$ cat config.mk
export PLATFORM = sky130hd
export DESIGN_NAME = crbf_div
export DESIGN_NICKNAME = d
export VERILOG_FILES = /design/src/rtl/core/crbf_pkg.sv /design/src/rtl/core/crbf_div.sv
export SDC_FILE = /design/constraint.sdc
export NUM_CORES = 2
export LEC_CHECK = 0
export ABC_AREA = 0
export BUFFER_PORTS_ARGS = -buffer_cell sky130_fd_sc_hd__buf_2
export CAP_MARGIN = 15
export CORE_MARGIN = 2
export CORE_UTILIZATION = 60
export DETAILED_ROUTE_END_ITERATION = 12
export GPL_ROUTABILITY_DRIVEN = 1
export GPL_TIMING_DRIVEN = 0
export PLACE_DENSITY = 0.85
export SYNTH_ARGS = -nofsm -noshare
export SYNTH_HDL_FRONTEND = slang
export SYNTH_SLANG_ARGS = --single-unit
$ cat constraint.sdc
create_clock -name i_clk -period 12.9 [get_ports i_clk]
set_clock_uncertainty 0.05 [all_clocks]
set_input_delay 3.87 -clock i_clk [delete_from_list [all_inputs] [get_ports i_clk]]
set_output_delay 3.87 -clock i_clk [all_outputs]
set_load 0.1 [all_outputs]
$ cat src/rtl/core/crbf_pkg.sv
// Shared types, constants and small lookup functions for the compact RBF
// weight evaluator. No dependencies; imported by every rtl/core module but crbf_check.
package crbf_pkg;

    // Input fixed point format (fraction bits of dist_sq and cutoff_sq)
    localparam int IN_FRAC_BITS = 16;

    // Kernel mode codes
    localparam logic [1:0] KM_GAUSS = 2'd0;
    localparam logic [1:0] KM_WEND  = 2'd1;
    localparam logic [1:0] KM_CONST = 2'd2;
    localparam logic [1:0] KM_RESET = KM_WEND;

    // Register map, selected by paddr[2]
    localparam logic REG_KERNEL_MODE = 1'b0;

    // Pipeline depths (register stages per unit)
    localparam int DIV_STAGES   = 33;
    localparam int SQRT_STAGES  = 31;
    localparam int POLY_STAGES  = 7;
    localparam int EXP_TERMS    = 14;
    localparam int TERM_STAGES  = 2 * EXP_TERMS;
    localparam int GAUSS_FRONT  = 4;
    localparam int GAUSS_STAGES = GAUSS_FRONT + TERM_STAGES + 1;
    localparam int PIPE_DEPTH   = DIV_STAGES + SQRT_STAGES + POLY_STAGES;
    localparam int GAUSS_DELAY  = PIPE_DEPTH - GAUSS_STAGES;

    // Gaussian constants
    localparam logic [8:0]  DECAY_SQ  = 9'd400;
    localparam int          GX_W      = 5 + IN_FRAC_BITS;   // X below 32.0
    localparam logic [31:0] LN2_Q32   = 32'hB172_17F8;
    localparam logic [63:0] GK_WIDE   = (64'd1 << 38) / 64'hB172_17F8;
    localparam logic [6:0]  GAUSS_K   = GK_WIDE[6:0];       // 64 / ln2 = 2^38 / LN2_Q32
    localparam logic [32:0] ONE_Q32   = 33'h1_0000_0000;
    localparam logic [31:0] ONE_Q28   = 32'h1000_0000;

    typedef struct packed {
        logic bad;       // zero cutoff
        logic outside;   // dist_sq above cutoff_sq
    } t_side;

    // Rounded-up reciprocal of k, exact floor(v/k) for any 32-bit v
    function automatic logic [32:0] exp_recip(input int k);
        logic [32:0] m;
        case (k)
            3, 6, 12: m = 33'h1_5555_5556;
            5, 10:    m = 33'h1_9999_999A;
            7, 14:    m = 33'h1_2492_4925;
            9:        m = 33'h1_C71C_71C8;
            11:       m = 33'h1_745D_1746;
            13:       m = 33'h1_3B13_B13C;
            default:  m = 33'h1_0000_0000;
        endcase
        return m;
    endfunction

    function automatic int exp_shift(input int k);
        int s;
        if (k <= 1)      s = 32;
        else if (k <= 2) s = 33;
        else if (k <= 4) s = 34;
        else if (k <= 8) s = 35;
        else             s = 36;
        return s;
    endfunction

    // Wendland Horner coefficients after the leading 5
    function automatic logic [7:0] poly_coef(input int k);
        logic [7:0] c;
        case (k)
            0:       c = 8'd30;
            1:       c = 8'd72;
            2:       c = 8'd82;
            3:       c = 8'd36;
            default: c = 8'd6;
        endcase
        return c;
    endfunction

endpackage

$ cat src/rtl/core/crbf_div.sv
// Pipelined restoring divider, one quotient bit per stage: (num << 32) / den.
// Depends on crbf_pkg. Valid for num <= den; other cases are masked later.
module crbf_div import crbf_pkg::*; (
    input  logic        i_clk,
    input  logic        i_rst_n,
    input  logic        i_en,
    input  logic        i_vld,
    input  logic [31:0] i_num,
    input  logic [31:0] i_den,
    output logic        o_vld,
    output logic [32:0] o_quo
);

    logic        r_vld [DIV_STAGES];
    logic [31:0] r_rem [DIV_STAGES];
    logic [31:0] r_den [DIV_STAGES];
    logic [32:0] r_quo [DIV_STAGES];

    logic [31:0] n_rem [DIV_STAGES];
    logic [32:0] n_quo [DIV_STAGES];
    logic [31:0] w_den [DIV_STAGES];
    logic [32:0] w_sh  [DIV_STAGES];
    logic [32:0] w_dif [DIV_STAGES];
    logic [32:0] w_qin [DIV_STAGES];
    logic        w_ge  [DIV_STAGES];

    always_comb begin
        for (int s = 0; s < DIV_STAGES; s++) begin
            if (s == 0) begin
                w_sh[s]  = {1'b0, i_num};
                w_den[s] = i_den;
                w_qin[s] = '0;
            end else begin
                w_sh[s]  = {r_rem[s-1], 1'b0};
                w_den[s] = r_den[s-1];
                w_qin[s] = r_quo[s-1];
            end
            w_ge[s]  = w_sh[s] >= {1'b0, w_den[s]};
            w_dif[s] = w_sh[s] - {1'b0, w_den[s]};
            n_rem[s] = w_ge[s] ? w_dif[s][31:0] : w_sh[s][31:0];
            n_quo[s] = {w_qin[s][31:0], w_ge[s]};
        end
    end

    always_ff @(posedge i_clk) begin
        if (!i_rst_n) begin
            for (int s = 0; s < DIV_STAGES; s++) r_vld[s] <= 1'b0;
        end else if (i_en) begin
            r_vld[0] <= i_vld;
            for (int s = 1; s < DIV_STAGES; s++) r_vld[s] <= r_vld[s-1];
        end
    end

    always_ff @(posedge i_clk) begin
        if (i_en) begin
            for (int s = 0; s < DIV_STAGES; s++) begin
                r_rem[s] <= n_rem[s];
                r_den[s] <= w_den[s];
                r_quo[s] <= n_quo[s];
            end
        end
    end

    assign o_vld = r_vld[DIV_STAGES-1];
    assign o_quo = r_quo[DIV_STAGES-1];

endmodule

==> impl_results.md <==
* Result of the run: finished, final reports clean
* Initial antenna violation count at 17
* IO Count at 102
* RSZ-0062 raised after global routing: false
* Distinct cell type count after synthesis at 109
* Clock Latency Late Sink at 940 ps
* Worst hold-check path type: reg -> reg
* Final setup violation count at 0
* Total of flip-flops plus latches after synthesis at 2642
* Wire length per cell at 20.78 µm
* Instance count along the most critical hold path at 0
* CTS tree: done
* Most common library cell in the layout ignoring fill and taps: edfxtp_1
* Number of nets in the layout at 14470
* Data required time at the worst endpoint at 13480 ps
* Clock transition at the register clock pins on the worst setup and hold paths after CTS at 60 ps
* Worst voltage drop across the vdd grid at 0.0001759 V
* Seq/Total Area, Yosys at 54.17%
* Die outline area at 248100 µm²
* Buffer levels on the longest clock path at 4
* Startpoint of the tightest hold check path: r_quo[0][680]$_DFFE_PP_
* Initial core utilization at 60.27%
* DRC marker count from the first detailed-route iteration at 9573
* Total wirelength of the detailed-routed design at 347800 µm
* Terminating pin of the worst hold path: r_quo[0][714]$_DFFE_PP_
* MaxCap Viol Count at 0
* Global-route wire length before repair at 537400 µm
* Worst Tran Pin Value at 1330 ps
* Number of cells upsized or downsized after cts at 0
* Via count of the first global-routing pass at 97700
* Die Span Y at 498.1 µm
* Per-cell via count in the routed design at 6.020
* Power density over the cells at 263.5 nW/µm²
* Area after detailed placement at 151400 µm²
* Total congestion overflow at 0
* RePlAce Congestion at 0.9883
* Share of synthesized flip-flops with an asynchronous set or reset at 0%
* Number of buffers created by CTS at 295
* Sink Count at 2642
* CTS H-tree lvls at 5
* Commonest cells after routing, fill and taps aside: edfxtp_1 (2642), inv_1 (1325), ha_1 (1055)
* Number of warnings issued by yosys at 0
* Max-slew violations at 0
* Kind of capture point of the worst setup path: flip-flop
* Setup repair bufs after CTS at 0
* IO Port Bufs at 101
* Leak at 65.66 nW
* Largest fanout on the critical path at 10
* Type of the setup path with the least slack: in -> reg
* Number of placement rows at 181
* Final hold violation count at 0
* Width of the die at 498.1 µm
* Cell area after synthesis at 146500 µm²
* Number of antenna-violating nets in the routed design at 0
* Gate count of the mapped netlist at 12900
* Reg2Reg Launch Point: r_den[0][833]$_DFFE_PP_
* Post-route fraction of the period consumed by the critical path at 58.07%
* Flip-flop and latch area at 79340 µm²
* Reg2reg setup slack at 7800 ps
* Average cell area after synthesis at 11.35 µm²
* Ratio of cells with drive above 1 in the final layout at 7.767%
* Core box area at 243000 µm²
* Global router's overall resource usage at 27.42%
* Number of vias after detailed routing at 100800
* Reg-to-reg endpoint: r_rem[0][865]$_DFFE_PP_
* Post-route minimum period at 7491 ps
* Clock tree root driver cell: clkbuf_16
* Reg2Reg Depth at 13
* Combined area of the multi-input logic cells at 60880 µm²
* Most used DFF post-synth: edfxtp_1
* CTS hold repair buffers at 0
* Maximum clock frequency at 133.5 MHz
* Pre-Repair DR Iteration Count at 6
* Number of fillers in the final layout at 18060
* Max-slew headroom at the worst pin at 10.52%
* Detailed Place HPWL at 258800 µm
* Pin count of the biggest net entering global routing at 195
* Data arrival time of the critical path at 8070 ps
* Setup TNS after final layout at 0 ps
* Number of synthesized flops with an enable pin at 2642
* Beginning of the critical path: i_num[0]
* Final std cell area, no fill at 160600 µm²
* Syn Nets at 14060
* Launching element type of the critical path: primary input
* Relative area change from synthesis to final layout at 9.623%
* Remaining DRCs at 0
## metal layers
metal  global-route usage, %  part of all wire [%]  vias to the layer above
met4                   14.36                   5.7                        4
met3                   3.714                   6.1                      959
met5                       0                0.0092                        -
li1                        -                     -                    48120
met2                   46.22                    48                     3610
met1                   34.51                    40                    48070
## state kept, by name, indices dropped and copies added, names as in the netlist
signal	cells
r_vld	33
r_den	1024
r_quo	561
r_rem	1024
## stage by stage
step                hold slack (ps)  util [%]  total power, mW  setup slack [ps]  std cells
finish                        331.5     66.07            42.31              5409      16740
global route                  342.3     66.07            44.90              5274      16740
CTS                           339.3     66.06            42.12              5612      16720
detailed placement            354.5     62.31            33.80              4630      16220
global placement              350.4     62.13            34.12            -34630      16210
floorplan                     350.3         -            28.35              5873      12900
## kinds of logic (layout without fill, tap and decap cells)
group	count (synthesis)	in the layout	synth area share [%]
buffers and inverters	1629	2245	4.270
XOR/XNOR	858	858	5.131
other	0	17	0
flip-flops	2642	2642	54.17
AO/OA/AOI/OAI	3423	3423	14.76
AND/OR/NAND/NOR	2863	2863	9.163
multiplexers	400	400	3.062
adder cells (fa/ha/maj)	1087	1087	9.450
## critical path: stages
cell and delay, ps:
buf_2 110, inv_1 50, ha_1 230, fa_1 410
nor2b_1 130, o21a_1 130, o21ai_0 130, a21oi_1 260
a211oi_1 150, o21ai_0 450, nor2_1 180, a311o_1 430
a31oi_2 680, clkbuf_1 600, a21oi_1 250
## Yosys cell counts (165+ instances only)
| cell type | count | area (µm²) |
|---|---|---|
| nand3_1 | 185 | 925.9 |
| mux2_2 | 372 | 4189 |
| ha_1 | 1055 | 13200 |
| a21o_1 | 514 | 3859 |
| xnor2_1 | 497 | 4353 |
| clkbuf_1 | 237 | 889.6 |
| nand2_1 | 922 | 3461 |
| nor3_1 | 165 | 825.8 |
| a21oi_1 | 1004 | 5025 |
| edfxtp_1 | 2642 | 79340 |
| nor2_1 | 767 | 2879 |
| inv_1 | 1325 | 4974 |
| xor2_1 | 361 | 3162 |
| o21ai_0 | 868 | 4344 |
## worst max-delay path by stage
stage | end | slack, ps
after global placement | r_vld[0][0]$_SDFFCE_PN0P_ | -34630
final | r_rem[0][0]$_DFFE_PP_ | 5410
after global routing | r_rem[0][0]$_DFFE_PP_ | 5270
after floorplan | r_rem[0][11]$_DFFE_PP_ | 5870
after CTS | r_rem[0][0]$_DFFE_PP_ | 5610
after detailed placement | r_rem[0][0]$_DFFE_PP_ | 4630
## report_power, final
| group | switching (mW) | total, mW | internal [mW] |
|---|---|---|---|
| combinational | 11.8 | 20.0 | 8.21 |
| sequential | 1.42 | 14.2 | 12.8 |
| clock | 3.32 | 8.08 | 4.75 |
| total | 16.5 | 42.3 | 25.8 |
## final cells by class
type / instances / share of cell area (%)
Antenna cell: 17 / 0.02650
Buffer: 298 / 0.7832
Clock buffer: 345 / 4.781
Clock inverter: 154 / 0.8899
Inverter: 1331 / 3.112
Multi-Input combinational cell: 8631 / 37.92
Sequential cell: 2642 / 49.41
Tap cell: 3202 / 2.495
Timing Repair Buffer: 117 / 0.5845
No activity file was read; power rests on OpenSTA's default activity.
